`src/bli_pkg.sv`:
```
// Shared types, constants and field layout for the bounded list unit.
package bli_pkg;

    // List geometry: slot indexes, and pointers that also hold the null marker.
    localparam int CAPACITY = 64;
    localparam int IDX_W    = $clog2(CAPACITY);
    localparam int PTR_W    = $clog2(CAPACITY + 1);
    localparam logic [PTR_W-1:0] NULL_PTR = PTR_W'(CAPACITY);

    // Field widths of the stream payloads.
    localparam int VAL_W   = 64;
    localparam int MODE_W  = 2;
    localparam int STAT_W  = 2;
    localparam int COUNT_W = 7;
    localparam int IN_RAW_W  = MODE_W + 2 * VAL_W;
    localparam int IN_W      = ((IN_RAW_W + 7) / 8) * 8;
    localparam int OUT_RAW_W = STAT_W + 1 + COUNT_W + 3 * VAL_W;
    localparam int OUT_W     = ((OUT_RAW_W + 7) / 8) * 8;

    // Operation selected by an input transaction.
    typedef enum logic [MODE_W-1:0] {
        MODE_INSERT  = 2'd0,
        MODE_HOME    = 2'd1,
        MODE_ADVANCE = 2'd2
    } mode_t;

    // Result status codes.
    typedef enum logic [STAT_W-1:0] {
        ST_OK   = 2'd0,
        ST_FULL = 2'd1,
        ST_END  = 2'd2
    } status_t;

    // Sequencer states.
    typedef enum logic [2:0] {
        S_IDLE,
        S_CMP,
        S_LINK,
        S_ADV_LINK,
        S_ADV_VAL,
        S_DONE
    } state_t;

    // Access request from the sequencer to the slot store.
    typedef struct packed {
        logic             val_we;
        logic [IDX_W-1:0] val_widx;
        logic [VAL_W-1:0] val_wdata;
        logic             lnk_we;
        logic [IDX_W-1:0] lnk_widx;
        logic [PTR_W-1:0] lnk_wdata;
        logic [IDX_W-1:0] ridx;
    } store_req_t;

endpackage

```
`src/bli_store.sv`:
```
// Slot store: value and link memories with one write port each and a shared registered read.
module bli_store
    import bli_pkg::*;
(
    input  logic             clk,
    input  store_req_t       req,
    output logic [VAL_W-1:0] rd_val,
    output logic [PTR_W-1:0] rd_lnk
);

    logic [VAL_W-1:0] val_mem [CAPACITY];
    logic [PTR_W-1:0] lnk_mem [CAPACITY];

    // Value memory.
    always_ff @(posedge clk)
    begin
        if (req.val_we)
        begin
            val_mem[req.val_widx] <= req.val_wdata;
        end
        rd_val <= val_mem[req.ridx];
    end

    // Link memory.
    always_ff @(posedge clk)
    begin
        if (req.lnk_we)
        begin
            lnk_mem[req.lnk_widx] <= req.lnk_wdata;
        end
        rd_lnk <= lnk_mem[req.ridx];
    end

endmodule

```
`config.mk`:
```
export PLATFORM = sky130hd
export DESIGN_NAME = bli_store
export DESIGN_NICKNAME = d
export VERILOG_FILES = /design/src/bli_pkg.sv /design/src/bli_store.sv
export SDC_FILE = /design/constraint.sdc
export NUM_CORES = 2
export LEC_CHECK = 0
export BUFFER_PORTS_ARGS = -buffer_cell sky130_fd_sc_hd__buf_2
export CAP_MARGIN = 15
export CORE_ASPECT_RATIO = 0.7
export CORE_MARGIN = 3
export CORE_UTILIZATION = 30
export CTS_CLUSTER_DIAMETER = 30
export DETAILED_ROUTE_END_ITERATION = 10
export PLACE_DENSITY = 0.55
export SLEW_MARGIN = 5
export SYNTH_ARGS = -nofsm -noshare
export SYNTH_HDL_FRONTEND = slang
export SYNTH_MEMORY_MAX_BITS = 65536
export SYNTH_SLANG_ARGS = --single-unit
```
`constraint.sdc`:
```
create_clock -name clk -period 6.9 [get_ports clk]
set_input_delay 1.38 -clock clk [delete_from_list [all_inputs] [get_ports clk]]
set_output_delay 1.38 -clock clk [all_outputs]
set_load 0.05 [all_outputs]
```
* Word level (Yosys, flattened, before mapping)
Memories as Yosys holds them, arrays and structs flattened. A register that Yosys moved wholly into a read port is not among the register bits.
Index checks and enable logic that the tools add are counted.
** Word-level totals
- Output and inout bits :: 71
- Logic and storage cells :: 6
- Register bits :: 0
- Memory bits (writable) :: 4544
- Memories :: 2
** Memories
- val_mem :: depth 64, width 64, read ports 1, clocked after memory_dff 1, wr ports 1, line bli_store.sv:11 : logic [VAL_W-1:0] val_mem [CAPACITY];
- lnk_mem :: depth 64, width 7, read ports 1, clocked after memory_dff 1, wr ports 1, line bli_store.sv:12 : logic [PTR_W-1:0] lnk_mem [CAPACITY];
** Operators by class
- Muxes and demuxes :: 4
** Operator list (count)
- two-way mux 1 bit :: 4

* Logic depth before layout (Yosys ltp)
- Depth in word-level cells :: 2
- Depth in mapped cells :: 9

* Worst setup path before layout
OpenSTA, ideal clock, no wires.
- Path type :: input to register
- From :: input port req[89] (netlist bit)
- To :: memory val_mem[18][0] (enable)
- Stages :: 4
- Required time :: 6.335 ns
- Path slack :: -0.055 ns
- Path buffers :: 1
- Setup time :: 0.565 ns
- Arrival time :: 6.390 ns
- Path through :: clkbuf_1 > nor4bb_1 > nand2_1 > nor3_1
** RTL lines
- start: declaration :: line bli_store.sv:6 : input store_req_t req,
- end: declaration :: line bli_store.sv:11
No word-level cell before the write port.

==> impl_metrics.env <==
export IMPL_worst_pin_slew_ps=1230
export IMPL_cts_made_buffers=560
export IMPL_cp_end_kind="register"
export IMPL_ys_flop_type="edfxtp_1"
export IMPL_async_flop_share_pct=0
export IMPL_clock_skew_ps=59.5
export IMPL_synth_most_common_cell="edfxtp_1"
export IMPL_layout_drive_gt1_share_pct=31.1
export IMPL_setup_tns_ps=0
export IMPL_num_io_pins=163
export IMPL_arrival_ps=4850
export IMPL_netlist_area_mm2=0.173
export IMPL_synthAdderAreaFrac_pct=0
export IMPL_root_buffer="clkbuf_16"
export IMPL_p_per_area_mw_per_mm2=316
export IMPL_synth_edf_count=4544
export IMPL_synth_compound_area_share_pct=2.67
export IMPL_cts_sinks=4615
export IMPL_yosys_area_share_simple_pct=1.07
export IMPL_setup_violations=0
export IMPL_placed_area_mm2=0.185
export IMPL_coreArea_mm2=0.573
export IMPL_antenna_found_initial=68
export IMPL_post_drt_wl_per_cell_um=32.6
export IMPL_grt_pass1_wl_mm=715
export IMPL_switching_share_pct=22.2
export IMPL_p_int_mw=50.3
export IMPL_avgSynthCellArea_um2=23.7
export IMPL_place_port_buffers=162
export IMPL_min_path_type="input pin to register"
export IMPL_seq_power_share_pct=48.2
export IMPL_dr_pass1_iters=6
export IMPL_min_delay_path_depth=1
export IMPL_ys_warn_count=0
export IMPL_wl_mm=520
export IMPL_grt_pass1_vias=85705
export IMPL_comb_power_share_pct=4.7
export IMPL_report_final_slew_viol_count=0
export IMPL_status="complete, no violations"
export IMPL_h_tree_depth=6
export IMPL_synth_cells=7300
export IMPL_cts_buffer_depth=4
export IMPL_synth_seq_cells=4615
export IMPL_period_minus_slack_ps=3940
export IMPL_rows=232
export IMPL_postCtsHoldBufs=0
export IMPL_drc_errors=0
export IMPL_gp_congestion=0.778
export IMPL_ys_types=31
export IMPL_grt_ovfl_total=0
export IMPL_num_nets_final=7983
export IMPL_synth_xor_area_share_pct=0
export IMPL_cts_resized_gates=0
export IMPL_grt_max_degree=124
export IMPL_pwr_share_clk_pct=47.1
export IMPL_r2r_cells=4
export IMPL_die_area_mm2=0.587
export IMPL_clkTransAtPathRegs_ps=60
export IMPL_ant_nets=0
export IMPL_synth_top_family_by_area="multiplexers"
export IMPL_p_sw_mw=14.4
export IMPL_rsz0062_at_grt="no"
export IMPL_die_w_um=914
export IMPL_timing_fmax_ghz=0.254
export IMPL_synth_top_area_share_pct=78.8
export IMPL_viasPerCell=5.41
export IMPL_cts_tree="built"
export IMPL_synth_area_top_cells="edfxtp_1 79%, mux4_2 15%, a22oi_1 1.2%, dfxtp_1 0.82%, mux2i_1 0.76%"
export IMPL_hpwl_mm=291
export IMPL_cp_max_fo=57
export IMPL_slew_headroom_pct=17.2
export IMPL_cts_setup_buffers=0
export IMPL_finalCritPeriodShare_pct=57.1
export IMPL_crit_type="input pin to register"
export IMPL_track_usage_pct=17.2
export IMPL_seq_area_frac_synth_pct=79.6
export IMPL_worstPathRequired_ps=7810
export IMPL_peakVddDrop_mv=0.222
export IMPL_initial_utilization_pct=30.2
export IMPL_n_fill_cell=51895
export IMPL_drv_cap=0
export IMPL_syn_nets=7392
export IMPL_area_growth_pct=18.2
export IMPL_ys_top_cells_by_count="4544 x edfxtp_1, 1136 x mux4_2, 284 x a22oi_1, 177 x buf_2, 173 x nor2_1"
export IMPL_die_h_um=642
export IMPL_design_area_mm2=0.205
export IMPL_startpoint_type="input pin"
export IMPL_hold_viol_final=0
export IMPL_clkLatencyLatePin_ps=970
export IMPL_synth_mux_area_share_pct=15.5
export IMPL_vias=86319
export IMPL_leakagePower_nw=63.2
export IMPL_yosysTopAreaCell="edfxtp_1"
export IMPL_drtIter0Drc=12315
[state kept, by name (all words and copies together), names as in the netlist]
signal and flops:
val_mem 4096, rd_val 64, rd_lnk 7, lnk_mem 448
[final timing paths]
kind,startpoint,to,slack (ps)
worst max-delay path,req[1],rd_val[39],2960
worst min-delay path,req[24],val_mem[4][4],800
worst max register to register,val_mem[1][14],rd_val[14],4730
worst min register to register,val_mem[23][31],rd_val[31],810
[routing by layer]
metal / GRT usage, % / vias to the layer above / wire length, µm / part of all wire (%)
met4: 3.79 / 20 / 11700 / 2.3
met1: 25.7 / 47732 / 226000 / 43
met3: 3.40 / 766 / 47000 / 9.0
li1: - / 33048 / - / -
met5: 0 / - / 107 / 0.021
met2: 26.0 / 4753 / 235000 / 45
[critical path, cell delays in order]
cell      delay (ps)
buf_8            490
buf_12           330
or3b_4           560
buf_4            530
o22ai_1          200
a211oi_1         920
o211a_1          230
[final cells by class]
cell class | instances | area (µm²) | area share (%)
tap | 7605 | 9520 | 4.65
clock buffer | 620 | 14600 | 7.13
sequential | 4615 | 138000 | 67.3
clock inverter | 398 | 4730 | 2.31
antenna | 14 | 35.0 | 0.0171
multi-input combinational | 2265 | 33900 | 16.6
timing repair buffer | 449 | 4140 | 2.02
[through the flow]
stage          total power, mW  hold slack [ps]  cells  utilization (%)  setup slack (ps)
2_1_floorplan             33.4              780   7300                -               124
6_report                  64.7              796  15966             35.7              2960
3_3_place_gp              34.8              825  14906             32.3              2190
5_1_grt                   66.6              750  15956             35.7              2970
4_1_cts                   65.2              817  15924             35.6              3060
3_5_place_dp              34.8              828  14906             32.3              2150
[cell usage in the layout, fill, tap and decap left out, types with 42 or more instances in the layout]
| cell | n |
|---|---|
| mux4_2 | 1136 |
| a211oi_1 | 69 |
| edfxtp_1 | 4544 |
| clkinv_2 | 51 |
| nor2_4 | 62 |
| nor2_1 | 111 |
| buf_2 | 157 |
| nand3_1 | 133 |
| o221ai_1 | 42 |
| o211a_1 | 71 |
| clkinv_1 | 61 |
| buf_12 | 87 |
| bufinv_16 | 72 |
| clkinvlp_4 | 57 |
| inv_6 | 82 |
| clkbuf_16 | 573 |
| mux2i_1 | 131 |
| a22oi_1 | 284 |
| o22ai_1 | 140 |
| buf_4 | 199 |
| dfxtp_1 | 71 |
[kinds of logic (layout without fill, tap and decap cells)]
kind of cell,count (synthesis),in the layout
flops,4615,4615
mux,1267,1267
buf+inv,420,1467
simple gates,390,390
compound gates,608,608
other cells,0,14
[power by group through the flow]
stage | clock (mW) | combinational (mW) | sequential [mW]
after floorplan | 0 | 1.44 | 31.9
after global placement | 0 | 2.97 | 31.8
after detailed placement | 0 | 3.02 | 31.8
after CTS | 30.9 | 3.03 | 31.2
after global routing | 32.2 | 3.20 | 31.2
final | 30.5 | 3.03 | 31.2
Power figures use the tool's default switching activity.
