==> config.mk <==
export PLATFORM = sky130hd
export DESIGN_NAME = bli_feq
export DESIGN_NICKNAME = d
export VERILOG_FILES = /design/src/bli_pkg.sv /design/src/bli_feq.sv
export SDC_FILE = /design/constraint.sdc
export NUM_CORES = 1
export LEC_CHECK = 0
export ABC_AREA = 1
export BUFFER_PORTS_ARGS = -buffer_cell sky130_fd_sc_hd__buf_2
export CORE_MARGIN = 3
export CORE_UTILIZATION = 44
export DETAILED_ROUTE_END_ITERATION = 12
export PLACE_DENSITY = 0.93
export SLEW_MARGIN = 30
export SYNTH_ARGS = -nofsm -noshare
export SYNTH_HDL_FRONTEND = slang
export SYNTH_SLANG_ARGS = --single-unit
==> constraint.sdc <==
create_clock -name vclk -period 2
set_clock_uncertainty 0.05 [all_clocks]
set_input_delay 0.6 -clock vclk [all_inputs]
set_output_delay 0.6 -clock vclk [all_outputs]
set_load 0.02 [all_outputs]
==> src/bli_pkg.sv <==
// Shared types, constants and field layout for the bounded list unit.
package bli_pkg;

    // List geometry: slot indexes, and pointers that also hold the null marker.
    localparam int CAPACITY = 64;
    localparam int IDX_W    = $clog2(CAPACITY);
    localparam int PTR_W    = $clog2(CAPACITY + 1);
    localparam logic [PTR_W-1:0] NULL_PTR = PTR_W'(CAPACITY);

    // Field widths of the stream payloads.
    localparam int VAL_W   = 64;
    localparam int MODE_W  = 2;
    localparam int STAT_W  = 2;
    localparam int COUNT_W = 7;
    localparam int IN_RAW_W  = MODE_W + 2 * VAL_W;
    localparam int IN_W      = ((IN_RAW_W + 7) / 8) * 8;
    localparam int OUT_RAW_W = STAT_W + 1 + COUNT_W + 3 * VAL_W;
    localparam int OUT_W     = ((OUT_RAW_W + 7) / 8) * 8;

    // Operation selected by an input transaction.
    typedef enum logic [MODE_W-1:0] {
        MODE_INSERT  = 2'd0,
        MODE_HOME    = 2'd1,
        MODE_ADVANCE = 2'd2
    } mode_t;

    // Result status codes.
    typedef enum logic [STAT_W-1:0] {
        ST_OK   = 2'd0,
        ST_FULL = 2'd1,
        ST_END  = 2'd2
    } status_t;

    // Sequencer states.
    typedef enum logic [2:0] {
        S_IDLE,
        S_CMP,
        S_LINK,
        S_ADV_LINK,
        S_ADV_VAL,
        S_DONE
    } state_t;

    // Access request from the sequencer to the slot store.
    typedef struct packed {
        logic             val_we;
        logic [IDX_W-1:0] val_widx;
        logic [VAL_W-1:0] val_wdata;
        logic             lnk_we;
        logic [IDX_W-1:0] lnk_widx;
        logic [PTR_W-1:0] lnk_wdata;
        logic [IDX_W-1:0] ridx;
    } store_req_t;

endpackage

==> src/bli_feq.sv <==
// Shared IEEE double equality compare used by the list search.
module bli_feq
    import bli_pkg::*;
(
    input  logic [VAL_W-1:0] a,
    input  logic [VAL_W-1:0] b,
    output logic             eq
);

    localparam logic [VAL_W-2:0] EXP_ALL = 63'h7FF0_0000_0000_0000;

    logic a_nan;
    logic b_nan;
    logic both_zero;

    // NaN matches nothing; the two zeros match each other.
    always_comb
    begin
        a_nan     = (a[VAL_W-2:0] > EXP_ALL);
        b_nan     = (b[VAL_W-2:0] > EXP_ALL);
        both_zero = (a[VAL_W-2:0] == '0) && (b[VAL_W-2:0] == '0);
        eq        = !a_nan && !b_nan && (both_zero || (a == b));
    end

endmodule

After elaboration in Yosys (flattened, before gate mapping) --
Index checks and enable logic that the tools add are counted.
Storage, ports and cells: flip-flop bits (word level) 0, bits of input ports 128, word-level logic and storage cells 11
Operators by class: eq/ne operators 1, order comparisons 2, reduce and logical (&&, ||, !) cells 8
Operator list (number):
- $gt A63 B63 Y1 const B | 2
- $logic_not A63 Y1 | 2
- $eq A64 B64 Y1 | 1
- $logic_and A1 B1 Y1 | 3
- $logic_not A1 Y1 | 2
- $logic_or A1 B1 Y1 | 1

Logic depth before layout (Yosys ltp) --
Gate-level depths: netlist of run 1.
word-level depth 4, mapped depth 10

Worst setup path before layout of run 1 --
OpenSTA, ideal clock, no wires.
path type input port to output port, start point in b[33], end point out eq, stages 9, required time 1.350 ns, slack -0.067 ns, arrival 1.417 ns, path through inv_1 nand2_1 nor3_1 nand2_1 nor2_1 nand2_1 nor2_1 nand2_1 a21oi_2
On the way: longest elaborated chain between the ends 4, elaborated cells on any way between the ends 8, those cells by class 1 x order compare; 1 x eq/ne; 6 x reduce/logical
RTL lines:
- start: declaration | RTL line bli_feq.sv:6 | input logic [VAL_W-1:0] b,
- $gt A63 B63 Y1 / $logic_not A63 Y1 (equally long branches) | RTL line bli_feq.sv:20, bli_feq.sv:21
- $logic_not A1 Y1 / $logic_and A1 B1 Y1 (equally long branches) | RTL line bli_feq.sv:22, bli_feq.sv:21
- $logic_and A1 B1 Y1 / $logic_or A1 B1 Y1 (equally long branches) | RTL line bli_feq.sv:22 | eq = !a_nan && !b_nan && (both_zero || (a == b));
- $logic_and A1 B1 Y1 (*) | RTL line bli_feq.sv:22
- end: declaration | RTL line bli_feq.sv:7 | output logic eq
Mark *: on every way between the ends. The rest lies on a longest branch, timed or not.

Worst setup path after layout of run 1 --
start point in b[49], end point out eq
The elaborated chain is that of the path after synthesis.

==> results of run 1 <==
-- worst max path at each step --
stage	to	slack, ns
floorplan	eq	-0.03
global placement	eq	-0.40
detailed placement	eq	-0.41
CTS	eq	-0.34
global route	eq	-0.49
finish	eq	-0.35
-- cell type report --
cell class | instances | area [um2]
inverters | 113 | 424.2
fillers | 423 | 1383
multi-input cells | 350 | 1485
repair buffers | 135 | 703.2
well taps | 50 | 62.56
-- worst max-delay path, stage by stage --
cell	delay (ns)
buf_2	0.10
inv_1	0.06
nand2_1	0.06
nor2_1	0.14
nand2_1	0.09
nor2_1	0.10
nand2_1	0.05
nor2_1	0.11
nand2_1	0.10
a21oi_4	0.16
buf_6	0.13
-- placed cells by master (no fill, tap or decap) --
cell type  synthesis  final
a21oi_4            0      1
buf_2              0    127
buf_4              0      6
buf_6              0      2
inv_1            107    100
inv_2              6     13
nand2_1          206    205
nand2_2            0      1
nand3_1            8      8
nand4_1           20     20
nor2_1            97     90
nor2_2             2      9
nor3_1             5      2
nor3_2             0      3
nor4_1             1      1
xor2_1            10     10
-- stage by stage --
stage | util, % | power, uW | cells | TNS, ns | area (um2)
global placement | 64.75 | 402.7 | 648 | -0.4019 | 2628
finish | 65.93 | 431.9 | 648 | -0.3527 | 2675
CTS | 65.34 | 423.8 | 648 | -0.3393 | 2651
floorplan | - | 201.2 | 463 | -0.03301 | 1874
detailed placement | 64.75 | 419.6 | 648 | -0.4066 | 2628
global route | 65.93 | 497.2 | 648 | -0.4862 | 2675
-- kinds of logic (layout without fill, tap and decap cells) --
family	after synthesis	after routing	share of synthesized area [%]
buf+inv	113	248	22.72
compound gates	1	1	0.4693
xor+xnor	10	10	4.691
simple gates	339	339	72.12
-- cells in the mapped netlist --
master	count	area share, %
a21oi_2	1	0.47
inv_1	107	22
inv_2	6	1.2
nand2_1	206	41
nand3_1	8	2.1
nand4_1	20	6.7
nor2_1	97	20
nor2_2	2	0.67
nor3_1	5	1.3
nor4_1	1	0.34
xor2_1	10	4.7
-- layer usage --
layer	up-vias	GRT usage (%)
met3	8	0.7102
met1	1285	28.33
met4	0	2.923
met5	-	0
li1	1608	-
met2	112	48.09
-- power by group --
group | switching, uW | internal [uW] | total [uW] | leakage, uW
clock | 0 | 0 | 0 | 0
sequential | 0 | 0 | 0 | 0
combinational | 239 | 193 | 432 | 0.00187
total | 239 | 193 | 432 | 0.00187
-- timing repair --
item / in CTS / in global routing
gates resized for setup: 10 / 11
setup endpoints to repair: 1 / 1
endpoints found under the hold margin: 0 / 0
cloned: 0 / 0
pin swaps: 5 / 13
==> impl_metrics.py, run 1 <==
metrics = {
    "hold_path": {
        "hold_start": "a[61]",
        "min_path_type": "in2out",
        "min_to": "eq",
        "hold_depth": 7,
    },
    "critical_path": {
        "cp-startpoint": "b[49]",
        "endpoint_kind": "primary output",
        "worstPathArrival_ns": 1.70,
        "crit_type": "in2out",
        "start_kind": "primary input",
        "critPathRequiredTime_ns": 1.35,
        "cp_max_fo": 2,
    },
    "sta": {
        "fin_ws_ns": -0.3527,
        "slew_headroom_pct": 83.57,
        "finalHoldViolations": 0,
        "whs_ns": 1.738,
        "fin_crit_sh_pct": 117.6,
        "setup_viol": 1,
        "worst_pin_slew_ns": 0.2445,
        "final_max_slew_viol_count": 0,
        "fmax_mhz": 425.0,
        "rsz0062_at_grt": "true",
        "min_period_ns": 2.353,
    },
    "clock_network": {
        "postCtsSetupBuffers": 0,
        "ctsHoldBuffers": 0,
    },
    "flow_run": {
        "maxCapViolCount": 0,
    },
    "synthesis": {
        "postSynthAreaPerCell_um2": 4.032,
        "ys_warn_count": 0,
        "synth_nets": 591,
        "synth.distinct_cells": 11,
        "synthCells": 463,
        "ys_seq_area_share_pct": 0,
        "syn_area_um2": 1867,
    },
    "finish": {
        "regArea_um2": 0,
        "clockBufferCount": 0,
        "antenna_cells": 0,
        "final_nets": 728,
        "areaGrowthSynthToFinish_pct": 43.30,
        "drive_gt1_share_pct": 27.09,
        "flops_and_latches": 0,
    },
    "routing": {
        "final_antenna_net_count": 0,
        "via_per_inst": 4.650,
        "top_layer": "met4",
        "wl_met3_um": 449,
        "routedLengthMet1_um": 2506,
        "drc": 0,
        "wire_per_inst_um": 9.531,
        "vias": 3013,
        "first_iter_violations": 98,
        "wl_met2_um": 3161,
        "first_pass_iters": 4,
        "routed_wl_um": 6176,
    },
    "global_route": {
        "grt_util_all_layers_pct": 23.89,
        "grt-ovfl-total": 0,
        "grt_pass1_vias": 2731,
        "grt_pass1_wl_um": 10540,
        "antenna_found_initial": 0,
        "grt_max_degree": 5,
    },
    "floorplanning": {
        "die_w_um": 71.14,
        "row_count": 23,
        "ios": 129,
        "die_h_um": 71.14,
        "initial_core_util_pct": 46.01,
        "die-area_um2": 5060,
        "core_um2": 4058,
    },
    "power_and_ir_drop": {
        "leakagePower_uw": 0.001874,
        "p_per_area_nw_per_um2": 161.5,
        "irDropWorstVdd_mv": 0.08140,
    },
    "outcome": {
        "violations": "setup timing",
        "outcome": "finished with violations",
    },
    "placed_design": {
        "hpwlAfterDp_um": 5620,
        "pre_cts_slack_ns": -0.4066,
        "place.port_buffers": 129,
        "gp_congestion": 0.8846,
    },
}
Power figures use the tool's default switching activity.
==> inputs of run 2 (changes only) <==
- CORE_MARGIN: 3 -> 2
- REMOVE_ABC_BUFFERS: not set -> 1
==> impl_metrics.py, run 2 (same netlist as run 1, synthesis figures left out) <==
metrics = {
    "routing": {
        "drc": 0,
        "routed_wl_um": 6520,
        "wire_per_inst_um": 10.05,
        "vias": 3094,
        "first_iter_violations": 141,
        "first_pass_iters": 4,
        "via_per_inst": 4.767,
        "final_antenna_net_count": 0,
    },
    "critical_path": {
        "crit_path_cell_trace": "buf_2 -> inv_2 -> nand2_1 -> nor3_2 -> nand2_1 -> nor2_1 -> nand2_1 -> nor2_1 -> nand2_1 -> a21oi_2 -> buf_6",
        "cp_max_fo": 3,
        "worstPathArrival_ns": 1.71,
        "critPathRequiredTime_ns": 1.35,
        "critPathTopFamily": "simple AND/OR/NAND/NOR gates",
        "cp_slowest_cell": "a21oi_2",
        "endpoint_kind": "primary output",
        "start_kind": "primary input",
        "crit_type": "in2out",
        "cp_common_cell": "nand2_1",
        "cp_slowest_stage_delay_ns": 0.15,
        "crit_buf_inv": 3,
    },
    "placed_design": {
        "gp_congestion": 0.9351,
        "place.port_buffers": 129,
        "hpwlAfterDp_um": 5448,
    },
    "global_route": {
        "grt-ovfl-total": 0,
        "grt_max_degree": 5,
        "grt_util_all_layers_pct": 24.40,
        "antenna_found_initial": 0,
        "grt_pass1_wl_um": 10430,
        "grt_pass1_vias": 2860,
    },
    "outcome": {
        "outcome": "finished with violations",
        "violations": "setup timing",
    },
    "sta": {
        "finalHoldViolations": 0,
        "fmax_mhz": 424.5,
        "whs_ns": 1.725,
        "finalSetupTns_ns": -0.3557,
        "fin_crit_sh_pct": 117.8,
        "slew_headroom_pct": 83.49,
        "rsz0062_at_grt": "true",
        "fin_ws_ns": -0.3557,
        "min_period_ns": 2.356,
        "setup_viol": 1,
        "final_max_slew_viol_count": 0,
        "worst_pin_slew_ns": 0.2454,
    },
    "finish": {
        "final_cell_mix": "203 x nand2_1, 112 x buf_2, 84 x nor2_1",
        "final_util_pct": 69.35,
        "areaGrowthSynthToFinish_pct": 49.66,
        "n_fill_cell": 377,
        "multi_input_area_um2": 1503,
        "flops_and_latches": 0,
        "layout_commonest_cell": "nand2_1",
        "final_nets": 729,
        "regArea_um2": 0,
        "drive_gt1_share_pct": 31.55,
        "antenna_cells": 0,
        "clockBufferCount": 0,
    },
    "floorplanning": {
        "initial_core_util_pct": 46.34,
        "core_um2": 4029,
        "die-area_um2": 4780,
        "die_w_um": 69.14,
        "row_count": 23,
        "die_h_um": 69.14,
        "ios": 129,
    },
    "power_and_ir_drop": {
        "power_uw": 465.5,
        "irDropWorstVdd_mv": 0.09676,
        "leakagePower_uw": 0.001891,
        "p_per_area_nw_per_um2": 166.6,
    },
    "hold_path": {
        "min_path_type": "in2out",
    },
    "flow_run": {
        "maxCapViolCount": 0,
    },
}
==> run 2: metrics by stage <==
| step | area [um2] | std cells | setup slack, ns |
|---|---|---|---|
| global route | 2794 | 649 | -0.4972 |
| floorplan | 1867 | 463 | -0.06652 |
| CTS | 2663 | 649 | -0.3220 |
| finish | 2794 | 649 | -0.3557 |
| global placement | 2628 | 649 | -0.3627 |
| detailed placement | 2628 | 649 | -0.3661 |
==> run 2: repair_timing <==
item,CTS,global route
resized for setup,8,55
setup endpoints to repair,1,1
hold buffers,0,0
buffers inserted,0,0
pin swaps,13,36
==> run 2: cell type report <==
| type | count | share of cell area (%) |
|---|---|---|
| Timing Repair Buffer | 136 | 28.80 |
| Inverter | 113 | 15.18 |
| Tap cell | 50 | 2.239 |
| Multi-Input combinational cell | 350 | 53.78 |
==> run 2: metal layers <==
metal	track usage, %	up-vias	share of wire, %
met2	49.47	139	54
li1	-	1616	-
met1	27.65	1321	38
met5	0	-	0
met4	4.575	0	1.6
met3	1.170	18	7.0
==> run 2: path summary, 6_finish.rpt <==
path / start / to / slack (ns) / depth (start not counted)
max: a[41] / eq / -0.36 / 11
min: b[56] / eq / 1.73 / 9
==> run 2: where the power goes <==
group	switching, uW	internal [uW]
clock	0	0
sequential	0	0
combinational	252	214
==> inputs of run 3 (changes only) <==
- CORE_UTILIZATION: 44 -> 35
- PLACE_DENSITY: 0.93 -> 0.78
- TNS_END_PERCENT: not set -> 10
==> impl_metrics.py, run 3 (same netlist as run 1, synthesis figures left out) <==
metrics = {
    "sta": {
        "slew_headroom_pct": 79.48,
        "fmax_mhz": 432.3,
        "finalHoldViolations": 0,
        "rsz0062_at_grt": "true",
        "fin_ws_ns": -0.3134,
        "whs_ns": 1.704,
        "min_period_ns": 2.313,
        "fin_crit_sh_pct": 115.7,
        "worst_pin_slew_ns": 0.3049,
        "final_max_slew_viol_count": 0,
        "setup_viol": 1,
    },
    "routing": {
        "via_per_inst": 4.542,
        "vias": 3034,
        "first_pass_iters": 4,
        "final_antenna_net_count": 0,
        "drc": 0,
        "routed_wl_um": 6513,
        "wire_per_inst_um": 9.750,
        "first_iter_violations": 151,
    },
    "power_and_ir_drop": {
        "seqPwrFrac_pct": 0,
        "combPwrFrac_pct": 100.0,
        "intPower_uw": 218.5,
        "p_sw_share_pct": 53.59,
        "leakagePower_uw": 0.001899,
        "power_uw": 470.8,
        "irDropWorstVdd_mv": 0.07693,
        "p_switching_uw": 252.3,
        "p_per_area_nw_per_um2": 164.8,
        "p_clk_share_pct": 0,
    },
    "finish": {
        "final_cell_mix": "201 x nand2_1, 108 x buf_2, 88 x inv_1",
        "clockBufferCount": 0,
        "flops_and_latches": 0,
        "regArea_um2": 0,
        "layout_commonest_cell": "nand2_1",
        "n_fill_cell": 568,
        "areaGrowthSynthToFinish_pct": 53.02,
        "fin_cells": 668,
        "final_nets": 728,
        "drive_gt1_share_pct": 31.61,
        "antenna_cells": 0,
        "stdcell_area_um2": 2856,
    },
    "hold_path": {
        "hold_depth": 7,
        "min_path_type": "in2out",
        "hold_start": "a[62]",
        "min_to": "eq",
    },
    "critical_path": {
        "start_kind": "primary input",
        "endpoint_kind": "primary output",
        "critPathRequiredTime_ns": 1.35,
        "crit_type": "in2out",
        "cp_max_fo": 3,
        "worstPathArrival_ns": 1.66,
    },
    "global_route": {
        "grt_pass1_vias": 2668,
        "grt_max_degree": 5,
        "grt_util_all_layers_pct": 19.26,
        "grt-ovfl-total": 0,
        "grt_pass1_wl_um": 10070,
        "antenna_found_initial": 0,
    },
    "floorplanning": {
        "die-area_um2": 5934,
        "initial_core_util_pct": 36.32,
        "row_count": 26,
        "core_um2": 5140,
        "die_w_um": 77.03,
        "ios": 129,
        "die_h_um": 77.03,
    },
    "placed_design": {
        "place_area_um2": 2645,
        "pre_cts_slack_ns": -0.4205,
        "gp_congestion": 0.8508,
        "hpwlAfterDp_um": 5594,
        "place.port_buffers": 129,
        "dp.cells": 668,
    },
    "outcome": {
        "violations": "setup timing",
        "outcome": "finished with violations",
    },
    "clock_network": {
        "postCtsSetupBuffers": 0,
    },
    "flow_run": {
        "maxCapViolCount": 0,
    },
}
==> run 3: final cells by class <==
class                           instances  area (um2)  share of cell area, %
Timing Repair Buffer                  135       814.5                  28.52
Tap cell                               70       87.58                  3.066
Multi-Input combinational cell        350        1518                  53.13
Inverter                              113       436.7                  15.29
==> run 3: per-layer routing <==
| metal | track usage (%) | up-vias | routed length (um) |
|---|---|---|---|
| met5 | 0 | - | 0 |
| met4 | 1.786 | 0 | 53 |
| li1 | - | 1608 | - |
| met2 | 37.89 | 119 | 3328 |
| met3 | 1.882 | 9 | 438 |
| met1 | 23.10 | 1298 | 2693 |
==> run 3: power groups by stage <==
stage                     combinational (uW)  sequential, uW  clock (uW)
after floorplan                          201               0           0
after global placement                   404               0           0
after detailed placement                 419               0           0
after CTS                                430               0           0
after global routing                     532               0           0
final                                    471               0           0
==> run 3: critical path, stage by stage <==
cell and delay, ns:
buf_6 0.10, inv_4 0.05, nand2_2 0.05, nor3_2 0.19
nand2_1 0.07, nor2_1 0.09, nand2_1 0.07, nor2_1 0.11
nand2_1 0.08, a21oi_2 0.14, buf_6 0.13
==> run 3: repair_timing <==
| action | CTS | global route |
|---|---|---|
| pin swaps | 14 | 40 |
| setup endpoints to repair | 1 | 1 |
| gates resized for setup | 17 | 59 |
| endpoints found under the hold margin | 0 | 0 |
| hold buffers | 0 | 0 |
==> run 3: worst max path at each step <==
| stage | start | slack, ns | to | cells after the start |
|---|---|---|---|---|
| 2_1_floorplan | b[33] | -0.07 | eq | 9 |
| 3_3_place_gp | b[33] | -0.37 | eq | 11 |
| 3_5_place_dp | b[33] | -0.42 | eq | 11 |
| 4_1_cts | a[63] | -0.31 | eq | 10 |
| 5_1_grt | a[41] | -0.43 | eq | 12 |
| 6_report | b[32] | -0.31 | eq | 11 |
==> run 3: per-stage QoR <==
| step | utilization (%) | setup TNS (ns) |
|---|---|---|
| CTS | 52.58 | -0.3134 |
| finish | 55.57 | -0.3134 |
| floorplan | - | -0.06652 |
| global placement | 51.46 | -0.3667 |
| detailed placement | 51.46 | -0.4205 |
| global route | 55.57 | -0.4306 |
